[src/sv/eh_callsite_table_parser_defines.svh]
// Assertion macros used by the call-site table parser RTL.
// No dependencies; included by eh_callsite_table_parser.
`ifndef EH_CALLSITE_TABLE_PARSER_DEFINES_SVH
`define EH_CALLSITE_TABLE_PARSER_DEFINES_SVH

// Same-cycle implication, disabled while reset is asserted.
`define EH_ASSERT_NOW(label, clk, rst_n, ante, cons, msg) \
  label: assert property (@(posedge clk) disable iff (!rst_n) (ante) |-> (cons)) \
    else $error(msg);

// Next-cycle implication, disabled while reset is asserted.
`define EH_ASSERT_NEXT(label, clk, rst_n, ante, cons, msg) \
  label: assert property (@(posedge clk) disable iff (!rst_n) (ante) |=> (cons)) \
    else $error(msg);

`endif

[src/sv/eh_csp_pkg.sv]
// Types and constants of the call-site table parser.
// No dependencies; used by eh_csp_uleb, eh_callsite_table_parser and the testbench.
package eh_csp_pkg;

  localparam int unsigned VALUE_BITS = 32;
  localparam int unsigned SHAMT_W    = $clog2(VALUE_BITS);
  localparam int unsigned WIDE_W     = VALUE_BITS + 7;
  localparam int unsigned SHIFT_W    = 7;
  localparam int unsigned SHIFT_SAT  = 70;
  localparam int unsigned OUT_W      = 32;
  localparam int unsigned KIND_W     = 3;
  localparam int unsigned COUNT_W    = 4;

  localparam int unsigned HDR_SKIP_BYTES = 8;
  localparam int unsigned HDR_LAST_IDX   = 10;
  localparam logic [7:0]  ENC_OMIT       = 8'hff;
  localparam logic [7:0]  ENC_ULEB128    = 8'h01;

  typedef enum logic [KIND_W-1:0] {
    KIND_RECORD     = 3'd0,
    KIND_BAD_HEADER = 3'd1,
    KIND_SHORT_BLOB = 3'd2,
    KIND_ACTION     = 3'd3,
    KIND_OVERFLOW   = 3'd4
  } kind_e;

  typedef enum logic [1:0] {
    ULEB_MORE,
    ULEB_DONE,
    ULEB_OVF
  } uleb_status_e;

  typedef struct packed {
    uleb_status_e            status;
    logic [VALUE_BITS-1:0]   value;
    logic [VALUE_BITS-1:0]   acc;
    logic [SHIFT_W-1:0]      shift;
  } uleb_step_t;

endpackage

[src/sv/eh_csp_uleb.sv]
// One ULEB128 decode step: merge a byte into the running value.
// Depends on eh_csp_pkg.
module eh_csp_uleb (
  input  logic [7:0]                          data_i,
  input  logic [eh_csp_pkg::VALUE_BITS-1:0]   acc_i,
  input  logic [eh_csp_pkg::SHIFT_W-1:0]      shift_i,
  output eh_csp_pkg::uleb_step_t              step_o
);
  import eh_csp_pkg::*;

  logic [6:0]            payload;
  logic [WIDE_W-1:0]     wide;
  logic                  ovf;
  logic [VALUE_BITS-1:0] merged;
  logic [SHIFT_W-1:0]    shift_sum;

  always_comb begin
    payload   = data_i[6:0];
    wide      = WIDE_W'(payload) << shift_i[SHAMT_W-1:0];
    ovf       = (payload != 7'd0) &&
                ((shift_i >= SHIFT_W'(VALUE_BITS)) || (wide[WIDE_W-1:VALUE_BITS] != '0));
    merged    = acc_i | wide[VALUE_BITS-1:0];
    shift_sum = shift_i + SHIFT_W'(7);
    step_o.value = merged;
    if (ovf) begin
      step_o.status = ULEB_OVF;
      step_o.acc    = '0;
      step_o.shift  = '0;
    end else if (data_i[7]) begin
      step_o.status = ULEB_MORE;
      step_o.acc    = merged;
      step_o.shift  = (shift_sum > SHIFT_W'(SHIFT_SAT)) ? SHIFT_W'(SHIFT_SAT) : shift_sum;
    end else begin
      step_o.status = ULEB_DONE;
      step_o.acc    = '0;
      step_o.shift  = '0;
    end
  end

endmodule

[src/sv/eh_callsite_table_parser.sv]
// Top level of the call-site table parser.
// Depends on eh_csp_pkg, eh_csp_uleb and eh_callsite_table_parser_defines.svh.
//
// Usage:
//   Slave channel: one blob byte per beat in s_axis_tdata_i, tlast on the
//   final byte of the blob. Master channel: one result beat per call-site
//   record or error; kind in tuser, call end and landing pad in tdata.
//   The block skips two header words, checks the three encoding bytes,
//   decodes the ULEB128 table length and then the call-site groups.
//   Throughput: one byte per cycle if not stalled; each byte is decoded by a
//   single ULEB128 step and the field state machine between the state registers
//   and the output register. Latency: a result is presented the cycle after
//   the byte that completes it. A result waits in the output register while
//   the receiver stalls; a new byte is taken in the same cycle the waiting
//   result is taken, so a stall of the master side stalls the slave side.
//   Reset empties the output register and arms the parser for a new blob;
//   there is no clearing pass. The tlast beat re-arms it likewise.
module eh_callsite_table_parser (
  input  logic        clk_i,
  input  logic        rst_ni,
  input  logic        s_axis_tvalid_i,
  output logic        s_axis_tready_o,
  input  logic [7:0]  s_axis_tdata_i,   // [7:0] data_byte
  input  logic        s_axis_tlast_i,   // last_byte
  output logic        m_axis_tvalid_o,
  input  logic        m_axis_tready_i,
  output logic [63:0] m_axis_tdata_o,   // [31:0] call_end, [63:32] lpad_offset
  output logic [2:0]  m_axis_tuser_o    // [2:0] kind
);
  import eh_csp_pkg::*;
  `include "eh_callsite_table_parser_defines.svh"

  typedef enum logic [1:0] {
    PH_HEADER,
    PH_LENGTH,
    PH_TABLE,
    PH_DONE
  } phase_e;

  phase_e                phase_q, phase_d;
  logic [COUNT_W-1:0]    byte_count_q, byte_count_d;
  logic [VALUE_BITS-1:0] acc_q, acc_d;
  logic [SHIFT_W-1:0]    shift_q, shift_d;
  logic [1:0]            field_idx_q, field_idx_d;
  logic [VALUE_BITS-1:0] begin_q, begin_d;
  logic [VALUE_BITS-1:0] length_q, length_d;
  logic [VALUE_BITS-1:0] pad_q, pad_d;
  logic [VALUE_BITS-1:0] remaining_q, remaining_d;
  logic                  error_seen_q, error_seen_d;

  logic                  out_valid_q;
  kind_e                 kind_q;
  logic [OUT_W-1:0]      call_end_q;
  logic [OUT_W-1:0]      lpad_offset_q;

  logic                  in_acc;
  logic                  res_valid;
  kind_e                 res_kind;
  logic [OUT_W-1:0]      res_end;
  logic [OUT_W-1:0]      res_pad;
  logic [VALUE_BITS:0]   sum;
  uleb_step_t            step;

  eh_csp_uleb u_uleb (
    .data_i  (s_axis_tdata_i),
    .acc_i   (acc_q),
    .shift_i (shift_q),
    .step_o  (step)
  );

  assign s_axis_tready_o = !out_valid_q || m_axis_tready_i;
  assign in_acc          = s_axis_tvalid_i && s_axis_tready_o;
  assign m_axis_tvalid_o = out_valid_q;
  assign m_axis_tdata_o  = {lpad_offset_q, call_end_q};
  assign m_axis_tuser_o  = kind_q;

  always_comb begin
    phase_d      = phase_q;
    byte_count_d = byte_count_q;
    acc_d        = acc_q;
    shift_d      = shift_q;
    field_idx_d  = field_idx_q;
    begin_d      = begin_q;
    length_d     = length_q;
    pad_d        = pad_q;
    remaining_d  = remaining_q;
    error_seen_d = error_seen_q;
    res_valid    = 1'b0;
    res_kind     = KIND_RECORD;
    res_end      = '0;
    res_pad      = '0;
    sum          = {1'b0, begin_q} + {1'b0, length_q};

    if (!error_seen_q) begin
      case (phase_q)
        PH_HEADER: begin
          if (byte_count_q >= COUNT_W'(HDR_SKIP_BYTES)) begin
            if (s_axis_tdata_i != ((byte_count_q == COUNT_W'(HDR_LAST_IDX)) ?
                                   ENC_ULEB128 : ENC_OMIT)) begin
              res_valid = 1'b1;
              res_kind  = KIND_BAD_HEADER;
            end
          end
          byte_count_d = byte_count_q + COUNT_W'(1);
          if (byte_count_q >= COUNT_W'(HDR_LAST_IDX)) begin
            phase_d = PH_LENGTH;
          end
        end
        PH_LENGTH: begin
          acc_d   = step.acc;
          shift_d = step.shift;
          case (step.status)
            ULEB_OVF: begin
              res_valid = 1'b1;
              res_kind  = KIND_OVERFLOW;
            end
            ULEB_DONE: begin
              remaining_d = step.value;
              phase_d     = (step.value != '0) ? PH_TABLE : PH_DONE;
            end
            default: ;
          endcase
        end
        PH_TABLE: begin
          remaining_d = remaining_q - VALUE_BITS'(1);
          acc_d       = step.acc;
          shift_d     = step.shift;
          case (step.status)
            ULEB_OVF: begin
              res_valid = 1'b1;
              res_kind  = KIND_OVERFLOW;
            end
            ULEB_DONE: begin
              case (field_idx_q)
                2'd0: begin_d  = step.value;
                2'd1: length_d = step.value;
                2'd2: pad_d    = step.value;
                default: begin
                  if (step.value != '0) begin
                    res_valid = 1'b1;
                    res_kind  = KIND_ACTION;
                  end else if (pad_q != '0) begin
                    res_valid = 1'b1;
                    if (sum[VALUE_BITS]) begin
                      res_kind = KIND_OVERFLOW;
                    end else begin
                      res_kind = KIND_RECORD;
                      res_end  = OUT_W'({{OUT_W{1'b0}}, sum[VALUE_BITS-1:0]});
                      res_pad  = OUT_W'({{OUT_W{1'b0}}, pad_q});
                    end
                  end
                end
              endcase
              field_idx_d = field_idx_q + 2'd1;
            end
            default: ;
          endcase
          if (remaining_d == '0) begin
            phase_d = PH_DONE;
          end
        end
        default: ;
      endcase
      if (res_valid && res_kind != KIND_RECORD) begin
        error_seen_d = 1'b1;
      end
    end

    if (s_axis_tlast_i) begin
      if ((!res_valid || res_kind == KIND_RECORD) && !error_seen_d &&
          (phase_d == PH_HEADER || phase_d == PH_LENGTH ||
           (phase_d == PH_TABLE && remaining_d != '0))) begin
        res_valid = 1'b1;
        res_kind  = KIND_SHORT_BLOB;
        res_end   = '0;
        res_pad   = '0;
      end
      phase_d      = PH_HEADER;
      byte_count_d = '0;
      acc_d        = '0;
      shift_d      = '0;
      field_idx_d  = '0;
      begin_d      = '0;
      length_d     = '0;
      pad_d        = '0;
      remaining_d  = '0;
      error_seen_d = 1'b0;
    end
  end

  always_ff @(posedge clk_i or negedge rst_ni) begin
    if (!rst_ni) begin
      phase_q      <= PH_HEADER;
      byte_count_q <= '0;
      acc_q        <= '0;
      shift_q      <= '0;
      field_idx_q  <= '0;
      begin_q      <= '0;
      length_q     <= '0;
      pad_q        <= '0;
      remaining_q  <= '0;
      error_seen_q <= 1'b0;
      out_valid_q  <= 1'b0;
    end else begin
      if (in_acc) begin
        phase_q      <= phase_d;
        byte_count_q <= byte_count_d;
        acc_q        <= acc_d;
        shift_q      <= shift_d;
        field_idx_q  <= field_idx_d;
        begin_q      <= begin_d;
        length_q     <= length_d;
        pad_q        <= pad_d;
        remaining_q  <= remaining_d;
        error_seen_q <= error_seen_d;
      end
      if (in_acc && res_valid) begin
        out_valid_q <= 1'b1;
      end else if (m_axis_tready_i) begin
        out_valid_q <= 1'b0;
      end
    end
  end

  always_ff @(posedge clk_i) begin
    if (in_acc && res_valid) begin
      kind_q        <= res_kind;
      call_end_q    <= res_end;
      lpad_offset_q <= res_pad;
    end
  end

  `EH_ASSERT_NEXT(a_last_rearms, clk_i, rst_ni, in_acc && s_axis_tlast_i,
    phase_q == PH_HEADER && byte_count_q == '0 && !error_seen_q,
    "parser not re-armed after the last byte")
  `EH_ASSERT_NOW(a_silent_after_error, clk_i, rst_ni, in_acc && error_seen_q,
    !res_valid, "result produced after an error in the same blob")
  `EH_ASSERT_NOW(a_error_payload_zero, clk_i, rst_ni,
    out_valid_q && kind_q != KIND_RECORD,
    call_end_q == '0 && lpad_offset_q == '0, "error beat carries a payload")
  `EH_ASSERT_NOW(a_shift_bounded, clk_i, rst_ni, 1'b1,
    shift_q <= SHIFT_W'(SHIFT_SAT), "ULEB128 shift beyond saturation")

endmodule

[config.mk]
export PLATFORM = sky130hd
export DESIGN_NAME = eh_callsite_table_parser
export DESIGN_NICKNAME = d
export VERILOG_FILES = /design/src/sv/eh_csp_pkg.sv /design/src/sv/eh_csp_uleb.sv /design/src/sv/eh_callsite_table_parser.sv
export VERILOG_INCLUDE_DIRS = /design/src /design/src/sv
export SDC_FILE = /design/constraint.sdc
export NUM_CORES = 1
export LEC_CHECK = 0
export BUFFER_PORTS_ARGS = -buffer_cell sky130_fd_sc_hd__buf_2
export CAP_MARGIN = 15
export CORE_ASPECT_RATIO = 1.2
export CORE_MARGIN = 4
export CORE_UTILIZATION = 55
export CTS_CLUSTER_DIAMETER = 100
export DETAILED_ROUTE_END_ITERATION = 16
export GPL_TIMING_DRIVEN = 0
export PLACE_DENSITY_LB_ADDON = 0.12
export SYNTH_ARGS = -nofsm -noshare
export SYNTH_HDL_FRONTEND = slang
export SYNTH_SLANG_ARGS = --single-unit
export TNS_END_PERCENT = 1
[constraint.sdc]
create_clock -name clk_i -period 9.9 [get_ports clk_i]
set_clock_uncertainty 0.15 [all_clocks]
set_input_delay 1.98 -clock clk_i [delete_from_list [all_inputs] [get_ports clk_i]]
set_output_delay 1.98 -clock clk_i [all_outputs]
set_load 0.05 [all_outputs]
==> results of run 1 <==
[through the flow]
stage	instances	utilization [%]	power [uW]
after floorplan	1605	-	3380
after global placement	2005	59.6	4200
after detailed placement	2008	60.0	4210
after CTS	2056	63.5	5230
after global routing	2057	63.5	5560
final	2057	63.5	5280
[path summary, 6_finish.rpt]
kind / endpoint
hold / removal: begin_q[24]
hold reg to reg: begin_q[24]
setup reg to reg: call_end_q[2]
setup / recovery: call_end_q[3]
min in group asynchronous: shift_q[6]
max in group asynchronous: length_q[27]
[critical path: cells and delay by family]
family                 cells  cell delay (ns)
AOI/OAI and AO/OA          4             1.75
and+or+nand+nor            5             1.45
muxes                      1             0.33
buffers and inverters      5             1.04
[flip-flops by register name (all words and copies together) (netlist names)]
| name | count |
|---|---|
| acc_q | 32 |
| begin_q | 32 |
| call_end_q | 32 |
| length_q | 32 |
| lpad_offset_q | 32 |
| pad_q | 32 |
| remaining_q | 32 |
| shift_q | 7 |
| byte_count_q | 4 |
| m_axis_tuser_o | 3 |
| field_idx_q | 2 |
| phase_q | 2 |
| error_seen_q | 1 |
| m_axis_tvalid_o | 1 |
[report_power, final]
part           internal [uW]  switching, uW
Clock                    611            405
Combinational            864           1970
Sequential              1270            161
[cells in the mapped netlist, drive strengths merged, types with 9 or more instances]
| master | number | area share [%] |
|---|---|---|
| nand2 | 384 | 10 |
| dfrtp | 177 | 31 |
| nor2 | 134 | 3.6 |
| o21ai | 129 | 4.6 |
| a21oi | 73 | 2.6 |
| edfxtp | 67 | 14 |
| clkbuf | 65 | 1.7 |
| ha | 46 | 4.1 |
| inv | 40 | 1.1 |
| and3 | 38 | 1.7 |
| nor3 | 38 | 1.5 |
| nor4 | 29 | 1.6 |
| nand2b | 23 | 1.0 |
| xnor2 | 23 | 1.4 |
| a21o | 21 | 1.1 |
| a22o | 21 | 1.3 |
| nand3 | 21 | 0.74 |
| nand4 | 21 | 1.0 |
| o31ai | 19 | 1.0 |
| a31oi | 18 | 0.84 |
| buf | 18 | 0.94 |
| xor2 | 17 | 1.1 |
| o22ai | 14 | 0.62 |
| nor2b | 13 | 0.58 |
| or2 | 11 | 0.49 |
| or4 | 10 | 0.53 |
| a22oi | 9 | 0.48 |
[routing by layer]
| layer | routed length [um] | up-vias |
|---|---|---|
| met5 | 0 | - |
| met2 | 21300 | 580 |
| met4 | 2790 | 0 |
| met1 | 17700 | 6095 |
| li1 | - | 5924 |
| met3 | 2850 | 145 |
[logic make-up after synthesis]
kind of cell	count (synthesis)
flops	244
mux	18
xor+xnor	40
buf+inv	124
simple gates	755
fa+ha+maj	47
compound gates	377
[cell type report]
| class | count | area, um^2 | area share [%] |
|---|---|---|---|
| clock inverters | 13 | 170 | 1.07 |
| repair buffers | 79 | 458 | 2.89 |
| flip-flops and latches | 244 | 6440 | 40.6 |
| well taps | 325 | 407 | 2.56 |
| plain buffers | 83 | 377 | 2.37 |
| inverters | 41 | 154 | 0.970 |
| clock buffers | 35 | 716 | 4.51 |
| multi-input cells | 1237 | 7150 | 45.0 |
==> impl_metrics.sql, run 1 <==
INSERT INTO impl_metrics (metric_group, metric, value, unit) VALUES
('outcome', 'status', 'complete, no violations', ''),
('yosys', 'synthArstFlopShare', '72.5', '%'),
('critical_path', 'crit_path_cell_chain', 'clkbuf_1 > mux2_4 > a22o_1 > a221oi_2 > nand3_1 > nor4_4 > nand4_4 > a221oi_2 > nor3_2 > or4_1 > buf_4 > buf_6 > a21oi_4 > buf_12 > buf_12', ''),
('timing', 'finalWorstPathRequiredPeriod', '6.52', 'ns'),
('global_routing', 'gr-total-overflow', '0', ''),
('yosys', 'yosys-mux-area-fraction', '1.58', '%'),
('die', 'initial_utilization', '56.5', '%'),
('finish', 'finish.net_count', '1772', ''),
('yosys', 'synth-adder-area-share', '4.22', '%'),
('drt', 'drt.antenna.violating_nets', '0', ''),
('power', 'ir_worst_vdd', '244', 'uV'),
('finish', 'mostFrequentLayoutCell', 'sky130_fd_sc_hd__nand2_1', ''),
('cts', 'clock_tree_from_tritoncts', 'yes', ''),
('yosys', 'synth-edff-count', '67', ''),
('die', 'die_w', '154', 'um'),
('cts', 'cts_inserted_buffers', '26', ''),
('die', 'die_height', '183', 'um'),
('drt', 'finalWirelength', '44.6', 'mm'),
('timing', 'fmaxAchievable', '0.153', 'GHz'),
('finish', 'area_delta_synth_final', '12.5', '%'),
('timing', 'final_max_slew_viol_count', '0', ''),
('yosys', 'syn-instance-count', '1605', ''),
('placement', 'port_buffers', '75', ''),
('cts', 'tritoncts_num_sinks', '244', ''),
('global_routing', 'grt_start_max_net_pins', '94', ''),
('critical_path', 'cp-end-kind', 'flip-flop', ''),
('critical_path', 'critical_path.slowest_cell', 'sky130_fd_sc_hd__a221oi_2', ''),
('global_routing', 'grt_use_total', '31.2', '%'),
('finish', 'diodes', '0', ''),
('critical_path', 'critPathRequiredTime', '9.98', 'ns'),
('yosys', 'synth_nets', '1665', ''),
('yosys', 'combinational_family_with_the_most_area_after_synthesis', 'simple AND/OR/NAND/NOR gates', ''),
('global_routing', 'first_global_vias', '12200', ''),
('drt', 'remaining_drcs', '0', ''),
('job', 'drv.max_cap_violation_count', '0', ''),
('global_routing', 'gr-max-usage-layer', 'met2', ''),
('die', 'num_io_pins', '82', ''),
('critical_path', 'worst_r2r_path_depth', '18', ''),
('timing', 'tightestPinTransition', '0.952', 'ns'),
('critical_path', 'worst_ep_arrival_time', '6.59', 'ns'),
('drt', 'vias_per_cell', '6.20', ''),
('cts', 'cts_hold_buffers', '0', ''),
('yosys', 'synth_area_in_xor_xnor', '2.48', '%'),
('hold_path', 'hp-start', 'begin_q[24]', ''),
('die', 'die_area', '28300', 'um^2'),
('power', 'power_density', '333', 'nW/um^2'),
('global_routing', 'first_pass_grt_wire_length', '69.7', 'mm'),
('hold_path', 'hold-path-cell-count', '2', ''),
('finish', 'layout.cell_area.non_filler', '15900', 'um^2'),
('global_routing', 'gr-usage-met1', '39.2', '%'),
('timing', 'tns', '0', 'ns'),
('cts', 'clk_pin_slew_worst_paths', '0.06', 'ns'),
('yosys', 'synth.ff_latch_count', '244', ''),
('timing', 'timing_hold_violations_final', '0', ''),
('critical_path', 'worst_setup_path_start_kind', 'input port', ''),
('drt', 'vias', '12700', ''),
('power', 'power.static_leakage', '0.00728', 'uW'),
('cts', 'clk_path_buf_depth', '3', ''),
('global_routing', 'grt_util_met2', '53.1', '%'),
('cts', 'ctsResizeCount', '0', ''),
('placement', 'post_dp_cell_area', '15000', 'um^2'),
('yosys', 'synth-seq-area-share', '45.6', '%'),
('critical_path', 'worst-setup-path-type', 'in2reg', ''),
('finish', 'commonest_cells_after_routing_fill_and_taps_aside', 'sky130_fd_sc_hd__nand2_1 (384), sky130_fd_sc_hd__dfrtp_1 (177), sky130_fd_sc_hd__nor2_1 (134)', ''),
('global_routing', 'grtUsageMet3', '3.60', '%'),
('yosys', 'syn_avg_cell_area', '8.79', 'um^2'),
('timing', 'relSlewSlack', '36.6', '%'),
('die', 'std_cell_rows', '63', ''),
('cts', 'clkLatencyLatePin', '0.53', 'ns'),
('cts', 'post-cts-setup-buffers', '0', ''),
('timing', 'grt_setup_unrepaired', 'no', '');
No activity file was read; power rests on OpenSTA's default activity.
==> run 2, diff against run 1 <==
Clock period 9.9 ns to 5.6 ns, I/O delays scaled along.
==> run 2 against run 1 <==
Worst hold slack got worse by 0.0011 ns. Clock power up 65%. Via count rose by 0.29%.
==> impl_metrics.sql, run 2 (synthesis gave the netlist of run 1 again) <==
INSERT INTO impl_metrics (metric_group, metric, value, unit) VALUES
('finish', 'finish.net_count', '1772', ''),
('finish', 'final_core_util', '63.5', '%'),
('global_routing', 'grt_antenna_before_repair', '0', ''),
('critical_path', 'critical_path.slowest_cell', 'sky130_fd_sc_hd__a311oi_2', ''),
('power', 'power_density', '581', 'nW/um^2'),
('power', 'finalPower', '9220', 'uW'),
('die', 'die_height', '183', 'um'),
('cts', 'clock_tree.root_cell', 'sky130_fd_sc_hd__clkbuf_16', ''),
('cts', 'clkLatencyLatePin', '0.54', 'ns'),
('timing', 'tns', '0', 'ns'),
('cts', 'clock_tree_from_tritoncts', 'yes', ''),
('critical_path', 'worst-setup-path-type', 'in2reg', ''),
('cts', 'cts_inserted_buffers', '26', ''),
('global_routing', 'grt_start_max_net_pins', '91', ''),
('finish', 'commonest_cells_after_routing_fill_and_taps_aside', 'sky130_fd_sc_hd__nand2_1 (384), sky130_fd_sc_hd__dfrtp_1 (177), sky130_fd_sc_hd__nor2_1 (134)', ''),
('drt', 'detail_route.iter0.violations', '1114', ''),
('finish', 'multi_input_area', '7170', 'um^2'),
('die', 'num_io_pins', '82', ''),
('cts', 'clk_path_buf_depth', '3', ''),
('placement', 'post_dp_cell_area', '15000', 'um^2'),
('power', 'power.static_leakage', '0.00728', 'uW'),
('critical_path', 'crit_fanout', '33', ''),
('timing', 'final_min_period_over_clock_period', '96.0', '%'),
('finish', 'mostFrequentLayoutCell', 'sky130_fd_sc_hd__nand2_1', ''),
('cts', 'tritoncts_num_sinks', '244', ''),
('drt', 'vias_per_cell', '6.22', ''),
('placement', 'hpwl_after_detailed_placement', '33.7', 'mm'),
('timing', 'finalSetupViolCount', '0', ''),
('outcome', 'status', 'complete, no violations', ''),
('drt', 'vias', '12800', ''),
('drt', 'average_routed_wire_per_standard_cell', '21.8', 'um'),
('critical_path', 'critical-path-max-stage-delay', '0.83', 'ns'),
('die', 'initial_utilization', '56.5', '%'),
('global_routing', 'first_pass_grt_wire_length', '70.3', 'mm'),
('finish', 'layout.filler_cells', '2159', ''),
('global_routing', 'grt_use_total', '31.3', '%'),
('hold_path', 'hold-path-cell-count', '2', ''),
('placement', 'placement.setup.worst_slack', '-0.654', 'ns'),
('timing', 'fmaxAchievable', '0.186', 'GHz'),
('placement', 'globalplace.congestion', '0.993', ''),
('die', 'die_area', '28300', 'um^2'),
('finish', 'share_of_post_route_cells_with_drive_strength_above_1', '10.6', '%'),
('timing', 'grt_setup_unrepaired', 'no', ''),
('finish', 'layout.cell_area.non_filler', '15900', 'um^2'),
('finish', 'diodes', '0', ''),
('timing', 'relSlewSlack', '22.0', '%'),
('drt', 'drt.antenna.violating_nets', '0', ''),
('cts', 'cts_htree_levels', '1', ''),
('timing', 'final_max_slew_viol_count', '0', ''),
('drt', 'remaining_drcs', '0', ''),
('critical_path', 'worst_ep_arrival_time', '5.46', 'ns'),
('timing', 'finalWorstPathRequiredPeriod', '5.38', 'ns'),
('global_routing', 'first_global_vias', '12400', ''),
('die', 'std_cell_rows', '63', ''),
('finish', 'seqCellArea', '6440', 'um^2'),
('drt', 'finalWirelength', '44.8', 'mm'),
('job', 'drv.max_cap_violation_count', '0', ''),
('cts', 'clk_pin_slew_worst_paths', '0.06', 'ns'),
('die', 'die_w', '154', 'um'),
('timing', 'tightestPinTransition', '1.16', 'ns'),
('cts', 'cts_hold_buffers', '0', ''),
('hold_path', 'hold_path.class', 'reg2reg', ''),
('global_routing', 'gr-total-overflow', '0', ''),
('critical_path', 'critPathRequiredTime', '5.68', 'ns'),
('placement', 'port_buffers', '75', ''),
('critical_path', 'cp-end-kind', 'flip-flop', ''),
('drt', 'drt_first_pass_iters', '7', ''),
('timing', 'final_worst_setup_slack', '0.224', 'ns'),
('critical_path', 'worst_setup_path_start_kind', 'input port', ''),
('finish', 'area_delta_synth_final', '12.5', '%'),
('power', 'ir_worst_vdd', '437', 'uV'),
('critical_path', 'crit_path_cell_chain', 'buf_2 > nor2_1 > or4_1 > a311oi_2 > nor2_1 > o221ai_1 > nor3_1 > nand2_1 > nor4_2 > or4_1 > buf_6 > buf_6 > a21oi_4 > buf_16 > buf_12', ''),
('die', 'core-area', '25000', 'um^2'),
('timing', 'timing_hold_violations_final', '0', ''),
('critical_path', 'worst_r2r_path_depth', '18', '');
-- run 2: cell types whose count changed in the layout (fill, tap and decap cells not counted), moves of 2 or more --
cell | before | now
sky130_fd_sc_hd__a21oi_1 | 71 | 69
sky130_fd_sc_hd__bufinv_16 | 4 | 1
sky130_fd_sc_hd__buf_6 | 6 | 10
sky130_fd_sc_hd__clkbuf_1 | 72 | 70
sky130_fd_sc_hd__buf_2 | 82 | 78
sky130_fd_sc_hd__a21oi_2 | 1 | 3
sky130_fd_sc_hd__clkbuf_8 | 1 | 4
sky130_fd_sc_hd__clkinv_4 | 0 | 2
-- run 2: metrics by stage --
stage	std cells	hold slack (ns)
floorplan	1605	0.299
global placement	2005	0.313
detailed placement	2008	0.320
CTS	2056	0.336
global route	2056	0.354
finish	2056	0.330
-- run 2: final timing paths --
| check | slack, ns | end | start |
|---|---|---|---|
| min in group asynchronous | 0.41 | shift_q[5] | rst_ni |
| max in group asynchronous | 3.97 | pad_q[18] | rst_ni |
| worst min register to register | 0.33 | length_q[9] | length_q[9] |
| worst max-delay path | 0.22 | call_end_q[10] | s_axis_tdata_i[5] |
| worst max register to register | 0.23 | call_end_q[10] | remaining_q[0] |
| worst min-delay path | 0.33 | length_q[9] | length_q[9] |
-- run 2: layout make-up --
type                       instances  area share [%]
multi-input combinational       1237            45.2
sequential                       244            40.6
clock buffer                      36            4.52
timing repair buffer              79            2.95
buffer                            83            2.58
tap                              325            2.56
inverter                          41           0.969
clock inverter                    11           0.662
-- run 2: timing repair --
| action | CTS | global route |
|---|---|---|
| resized for setup | 2 | 3 |
| buffers inserted | 1 | 0 |
| setup endpoints to repair | 33 | 33 |
| cloned | 0 | 0 |
| pin swaps | 1 | 0 |
| endpoints found under the hold margin | 0 | 0 |
-- run 2: report_power, final --
part / internal (uW) / switching [uW] / total (uW)
sequential: 2250 / 292 / 2540
clock: 946 / 731 / 1680
combinational: 1550 / 3450 / 5000
-- run 2: worst max-delay path, delay by kind of cell --
| kind | cells | cell delay (ns) |
|---|---|---|
| and+or+nand+nor | 7 | 1.96 |
| AOI/OAI and AO/OA | 3 | 1.46 |
| buffers and inverters | 5 | 0.90 |
-- run 2: layer usage --
metal  track usage [%]  vias up  share of wire, %
met2              53.1      607                48
met4              15.0        0               5.7
li1                  -     5913                 -
met5                 0        -                 0
met1              39.7     6126                39
met3              4.07      135               7.4
